<file path="config.mk">
export PLATFORM = sky130hd
export DESIGN_NAME = lh_ctrl
export DESIGN_NICKNAME = d
export VERILOG_FILES = /design/src/rtl/core/lh_pkg.sv /design/src/rtl/core/lh_ctrl.sv
export SDC_FILE = /design/constraint.sdc
export NUM_CORES = 1
export LEC_CHECK = 0
export ABC_AREA = 1
export BUFFER_PORTS_ARGS = -buffer_cell sky130_fd_sc_hd__buf_2
export CORE_MARGIN = 2
export CORE_UTILIZATION = 35
export DETAILED_ROUTE_END_ITERATION = 16
export GPL_ROUTABILITY_DRIVEN = 0
export PLACE_DENSITY = 0.63
export SYNTH_ARGS = -nofsm -noshare
export SYNTH_HDL_FRONTEND = slang
export SYNTH_SLANG_ARGS = --single-unit
export TNS_END_PERCENT = 10
</file>
<file path="constraint.sdc">
create_clock -name clk -period 1.75 [get_ports clk]
set_input_delay 0.35 -clock clk [delete_from_list [all_inputs] [get_ports clk]]
set_output_delay 0.35 -clock clk [all_outputs]
set_load 0.02 [all_outputs]
</file>
<file path="src/rtl/core/lh_pkg.sv">
// Package for the log2 latency histogram: codes, controller/datapath
// command and status structs, percentile and unit-scale tables.
// No dependencies.
`default_nettype none
package lh_pkg;

	localparam int NUM_BUCKETS = 64;
	localparam int BKT_W       = 6;
	localparam int NUM_PCT     = 10;

	typedef enum logic [1:0] {
		CMD_RECORD = 2'd0,
		CMD_QUERY  = 2'd1,
		CMD_READ   = 2'd2,
		CMD_CLEAR  = 2'd3
	} cmd_t;

	typedef enum logic [3:0] {
		ST_IDLE, ST_DEC, ST_REC_MUL, ST_REC_RD, ST_REC_UPD,
		ST_RANK_MUL, ST_RANK_DIV, ST_SCAN_RD, ST_SCAN_CHK,
		ST_INT_MUL, ST_INT_DIV, ST_CLAMP, ST_BKT_DATA, ST_DONE
	} state_t;

	// operand source for the shared multiplier
	typedef enum logic [1:0] {
		MS_SCALE, MS_RANK, MS_INTERP
	} mul_src_t;

	// bucket memory read address source
	typedef enum logic [1:0] {
		RD_REQ, RD_SCAN, RD_REC
	} rd_src_t;

	// result register update
	typedef enum logic [2:0] {
		RES_HOLD, RES_FAIL, RES_CLEAR, RES_BUCKET,
		RES_MAX, RES_LOWER, RES_INTERP, RES_CLAMP
	} res_src_t;

	typedef struct packed {
		logic     latch_in;
		logic     mul_start;
		mul_src_t mul_src;
		logic     mul_step;
		logic     div_start;
		logic     div_step;
		logic     mem_rd;
		rd_src_t  rd_src;
		logic     rec_prep;
		logic     rec_commit;
		logic     rank_latch;
		logic     scan_clr;
		logic     scan_next;
		logic     hit_latch;
		logic     clear_all;
		res_src_t res_src;
		logic     out_load;
	} ctrl_t;

	typedef struct packed {
		cmd_t cmd;
		logic sel_bad;
		logic count_zero;
		logic mul_done;
		logic div_done;
		logic hit;
		logic rank_le_prev;
		logic last_idx;
	} stat_t;

	function automatic logic [19:0] pct_num(input logic [3:0] sel);
		logic [19:0] n;
		case (sel)
			4'd0:    n = 20'd1;
			4'd1:    n = 20'd3;
			4'd2:    n = 20'd90;
			4'd3:    n = 20'd95;
			4'd4:    n = 20'd99;
			4'd5:    n = 20'd995;
			4'd6:    n = 20'd999;
			4'd7:    n = 20'd9999;
			4'd8:    n = 20'd99999;
			4'd9:    n = 20'd999999;
			default: n = 20'd0;
		endcase
		return n;
	endfunction

	function automatic logic [19:0] pct_den(input logic [3:0] sel);
		logic [19:0] d;
		case (sel)
			4'd0:    d = 20'd2;
			4'd1:    d = 20'd4;
			4'd2, 4'd3, 4'd4: d = 20'd100;
			4'd5, 4'd6: d = 20'd1000;
			4'd7:    d = 20'd10000;
			4'd8:    d = 20'd100000;
			4'd9:    d = 20'd1000000;
			default: d = 20'd1;
		endcase
		return d;
	endfunction

	function automatic logic [29:0] unit_scale(input logic [1:0] unit);
		logic [29:0] s;
		case (unit)
			2'd0:    s = 30'd1;
			2'd1:    s = 30'd1000;
			2'd2:    s = 30'd1000000;
			default: s = 30'd1000000000;
		endcase
		return s;
	endfunction

	// position of the highest set bit; 0 and 1 both map to 0
	function automatic logic [BKT_W-1:0] floor_log2(input logic [63:0] v);
		logic [BKT_W-1:0] n;
		n = '0;
		for (int i = 1; i < 64; i++) begin
			if (v[i]) n = BKT_W'(i);
		end
		return n;
	endfunction

endpackage
`default_nettype wire

</file>
<file path="src/rtl/core/lh_ctrl.sv">
// Controller state machine of the latency histogram.
// Depends on lh_pkg.
`default_nettype none
module lh_ctrl (
	input  wire logic          clk,
	input  wire logic          arst_n,
	input  wire logic          in_valid,
	output logic               in_ready,
	output logic               out_valid,
	input  wire logic          out_ready,
	input  wire lh_pkg::stat_t stat,
	output lh_pkg::ctrl_t      ctrl
);
	import lh_pkg::*;

	state_t state_q, state_d;
	logic   ovalid_q;
	logic   load;

	assign in_ready  = (state_q == ST_IDLE);
	assign out_valid = ovalid_q;
	assign load      = (state_q == ST_DONE) && (!ovalid_q || out_ready);

	// state and output valid
	always_ff @(posedge clk or negedge arst_n) begin
		if (!arst_n) begin
			state_q  <= ST_IDLE;
			ovalid_q <= 1'b0;
		end else begin
			state_q <= state_d;
			if (load) ovalid_q <= 1'b1;
			else if (out_ready) ovalid_q <= 1'b0;
		end
	end

	// next state and commands
	always_comb begin
		state_d = state_q;
		ctrl    = '0;
		ctrl.mul_src = MS_SCALE;
		ctrl.rd_src  = RD_REQ;
		ctrl.res_src = RES_HOLD;
		case (state_q)
			ST_IDLE: begin
				if (in_valid) begin
					ctrl.latch_in = 1'b1;
					state_d = ST_DEC;
				end
			end
			ST_DEC: begin
				case (stat.cmd)
					CMD_RECORD: begin
						ctrl.mul_start = 1'b1;
						ctrl.mul_src = MS_SCALE;
						state_d = ST_REC_MUL;
					end
					CMD_QUERY: begin
						if (stat.sel_bad || stat.count_zero) begin
							ctrl.res_src = RES_FAIL;
							state_d = ST_DONE;
						end else begin
							ctrl.mul_start = 1'b1;
							ctrl.mul_src = MS_RANK;
							state_d = ST_RANK_MUL;
						end
					end
					CMD_READ: begin
						ctrl.mem_rd = 1'b1;
						ctrl.rd_src = RD_REQ;
						state_d = ST_BKT_DATA;
					end
					default: begin
						ctrl.clear_all = 1'b1;
						ctrl.res_src = RES_CLEAR;
						state_d = ST_DONE;
					end
				endcase
			end
			ST_REC_MUL: begin
				if (stat.mul_done) begin
					ctrl.rec_prep = 1'b1;
					state_d = ST_REC_RD;
				end else begin
					ctrl.mul_step = 1'b1;
				end
			end
			ST_REC_RD: begin
				ctrl.mem_rd = 1'b1;
				ctrl.rd_src = RD_REC;
				state_d = ST_REC_UPD;
			end
			ST_REC_UPD: begin
				ctrl.rec_commit = 1'b1;
				state_d = ST_DONE;
			end
			ST_RANK_MUL: begin
				if (stat.mul_done) begin
					ctrl.div_start = 1'b1;
					state_d = ST_RANK_DIV;
				end else begin
					ctrl.mul_step = 1'b1;
				end
			end
			ST_RANK_DIV: begin
				if (stat.div_done) begin
					ctrl.rank_latch = 1'b1;
					ctrl.scan_clr = 1'b1;
					state_d = ST_SCAN_RD;
				end else begin
					ctrl.div_step = 1'b1;
				end
			end
			ST_SCAN_RD: begin
				ctrl.mem_rd = 1'b1;
				ctrl.rd_src = RD_SCAN;
				state_d = ST_SCAN_CHK;
			end
			ST_SCAN_CHK: begin
				if (stat.hit) begin
					ctrl.hit_latch = 1'b1;
					if (stat.rank_le_prev) begin
						ctrl.res_src = RES_LOWER;
						state_d = ST_CLAMP;
					end else begin
						ctrl.mul_start = 1'b1;
						ctrl.mul_src = MS_INTERP;
						state_d = ST_INT_MUL;
					end
				end else if (stat.last_idx) begin
					ctrl.res_src = RES_MAX;
					state_d = ST_DONE;
				end else begin
					ctrl.scan_next = 1'b1;
					state_d = ST_SCAN_RD;
				end
			end
			ST_INT_MUL: begin
				if (stat.mul_done) begin
					ctrl.div_start = 1'b1;
					state_d = ST_INT_DIV;
				end else begin
					ctrl.mul_step = 1'b1;
				end
			end
			ST_INT_DIV: begin
				if (stat.div_done) begin
					ctrl.res_src = RES_INTERP;
					state_d = ST_CLAMP;
				end else begin
					ctrl.div_step = 1'b1;
				end
			end
			ST_CLAMP: begin
				ctrl.res_src = RES_CLAMP;
				state_d = ST_DONE;
			end
			ST_BKT_DATA: begin
				ctrl.res_src = RES_BUCKET;
				state_d = ST_DONE;
			end
			ST_DONE: begin
				if (load) begin
					ctrl.out_load = 1'b1;
					state_d = ST_IDLE;
				end
			end
			default: state_d = ST_IDLE;
		endcase
	end

endmodule
`default_nettype wire

</file>
==> reports/results.txt <==
worst r2r path cells: 10
clock buffers created by TritonCTS: 3
data required time at the worst endpoint: 1400 ps
number of antenna violations at the first check in global routing: 0
fraction of power consumed by combinational cells: 0.800
met1 GRT Util: 0.227
met3 Track Usage GR: 0.0149
average size of a mapped cell: 5.33 sq um
internal power: 963 uW
class of the most critical setup path: reg2out
pin count of the biggest net entering global routing: 7
routed wirelength normalized by instance count: 9.93 microns
GRT Overall Usage: 0.186
per-cell via count in the routed design: 4.53
number of pins exceeding their max-slew limit in the final report: 0
share of cell area taken by muxes after synthesis: 0
flops & latches, synth: 5
peak ir drop on the vdd network: 916 uV
I/O pin count: 36
highest attainable clock frequency: 0.552 GHz
TritonCTS Sinks: 5
maximum clock path buffer count: 2
initial DRC count: 12
Worst-Skew Late Latency: 240 ps
Worst Skew: 0.873 ps
non-filler instance count after layout: 220
total number of vias: 996
Relative slew margins: 0.833
Final ANT Viol Nets: 0
number of iterations in the first detailed-routing pass: 4
cell at the root of the clock tree: clkbuf_4
Post-Layout Inst Area: 1210 sq um
number of nets in the layout: 207
leakage component of the power: 0.723 nW
instance count of the mapped netlist: 143
H-tree level count: 1
kind of start point of the critical path: flop
simple-gate area share of the yosys netlist: 0.619
Worst-Margin Slew: 250 ps
switching share of total power: 0.536
clock-pin slew on the worst setup and hold paths: 40 ps
sequential-to-total area share from yosys stat: 0.164
critical path arrival: 1460 ps
netlist area before placement: 762 sq um
top fanout value on the critical path: 6
DP HPWL: 1.78 mm
global-route wire length before repair: 3.78 mm
dominant combinational cell family by area after synthesis: simple AND/OR/NAND/NOR gates
compound-gate portion of the synthesized area: 0.0493
status: complete, but fails checks
Final Core Density: 0.606
dominant synthesized flop cell: dfrtp_1
cell depth of the worst hold path: 2
number of remaining DRC errors: 0
ratio of final minimum period to clock period: 1.04
Worst Hold Class: in2reg
Synth cell types: 23
number of endpoints failing setup at the final stage: 8
gr ovfl total: 0
commonest cells after routing, fill and taps aside: nand2_1, buf_4, nor2_1, inv_1, buf_2
GR Util met2: 0.340
Flop pwr share: 0.138
min Tclk post-route: 1810 ps
share of the synthesized netlist area taken by xor and xnor gates: 0
wire length after detailed routing: 2.18 mm
Net Switching: 1.11 mW
fraction of layout cells with a size suffix above 1: 0.451
placeable core region: 2000 sq um
Worst Slack Setup Final: -63.0 ps
count of max-cap constraint violations: 0
part of the total power dissipated in the clock network: 0.063
number of global-route vias before repair: 954
setup repair after global routing missed its margin: yes
placed cell area: 967 sq um
port bufs: 35
violations in the final reports: setup timing
post-synthesis async set-or-reset flop share: 1.00
Worst setup EP type: output pin
warning count from the yosys run: 0
# placed instances: 205
# diodes: 0
pwr/cell area: 1710 nW/um^2
most crowded layer after global routing: met2
initial standard-cell utilization of the core: 0.381
floorplan die height: 50.7 microns
Syn Nets: 156
worst hold slack after final layout: 308 ps
hold violation total from the final report: 0
Total Die Area: 2570 sq um
area growth from synthesis to layout: 59.1%
TritonCTS clock tree: yes
count of standard-cell rows: 16
most frequent standard cell in the layout excluding fill and tap cells: nand2_1
die width: 50.7 microns
number of synthesized flops with an enable pin: 0
adder-cell area share of the yosys netlist: 0
==> final cells by class <==
class                      count  area, sq um
sequential                     5          130
tap                           27         33.8
clock buffer                   4         26.3
fill                         207          790
timing repair buffer          49          344
inverter                      27          101
multi-input combinational    108          577
==> registers in the layout, indices dropped and copies added, names as in the netlist <==
signal     count
state_q        4
out_valid      1
==> worst max-delay path, cell delays in order, from the launching register on <==
cell     delay (ps)
dfrtp_2         420
buf_4           150
nor2_4          150
nand2_4         100
nor2_4          110
inv_1            60
nand4_1          90
buf_4           140
==> worst paths after layout <==
| kind | startpoint | endpoint | slack, ps |
|---|---|---|---|
| hold reg to reg | state_q[0]$_DFFE_PN0P_ | state_q[0]$_DFFE_PN0P_ | 540 |
| hold / removal | out_ready | out_valid$_DFFE_PN0P_ | 310 |
| setup / recovery | state_q[0]$_DFFE_PN0P_ | ctrl[3] | -60 |
| min in group asynchronous | arst_n | state_q[0]$_DFFE_PN0P_ | 450 |
| setup reg to reg | state_q[0]$_DFFE_PN0P_ | state_q[0]$_DFFE_PN0P_ | 280 |
| max in group asynchronous | arst_n | state_q[1]$_DFFE_PN0P_ | 1170 |
==> cells by family (layout without fill, tap and decap cells) <==
kind of cell / after synthesis / in the layout
and+or+nand+nor: 102 / 102
AOI/OAI and AO/OA: 6 / 6
buffers and inverters: 30 / 80
DFF: 5 / 5
==> power by group through the flow <==
stage          clock (mW)  combinational (mW)  sequential, mW
5_1_grt             0.155                1.83           0.294
6_report            0.130                1.66           0.286
4_1_cts             0.135                1.61           0.280
3_5_place_dp            0                1.26           0.265
2_1_floorplan           0               0.940           0.253
3_3_place_gp            0                1.26           0.258
==> synth_stat cells, types with 2 or more instances <==
library cell	count	area share
buf_4	2	0.020
dfrtp_1	5	0.16
nand2_2	4	0.033
nor2_1	27	0.13
inv_1	24	0.12
nand2_1	44	0.22
nand3_2	2	0.026
nor3_1	2	0.013
o21ai_0	2	0.013
nor2_4	3	0.044
inv_2	2	0.0099
nor2_2	4	0.033
nand3_1	12	0.079
==> metrics by stage <==
step | power (mW) | setup WS, ps | TNS, ps
CTS | 2.03 | -63.2 | -358
global placement | 1.52 | 59.1 | 0
finish | 2.07 | -63.0 | -319
floorplan | 1.19 | 2.63 | 0
detailed placement | 1.53 | 30.6 | 0
global route | 2.28 | -178 | -1740
==> per-layer routing <==
| metal | part of all wire | up-vias |
|---|---|---|
| met3 | 0.046 | 2 |
| met4 | 0.0032 | 0 |
| met5 | 0 | - |
| met2 | 0.50 | 31 |
| li1 | - | 532 |
| met1 | 0.45 | 431 |
==> timing repair <==
item                                   in CTS  in global routing
setup buffers                              10                  0
hold buffers                                1                  0
setup endpoints to repair                  15                 22
endpoints found under the hold margin       5                  0
gates resized for setup                    35                 15
pin swaps                                   7                  1
No activity file was read; power rests on OpenSTA's default activity.
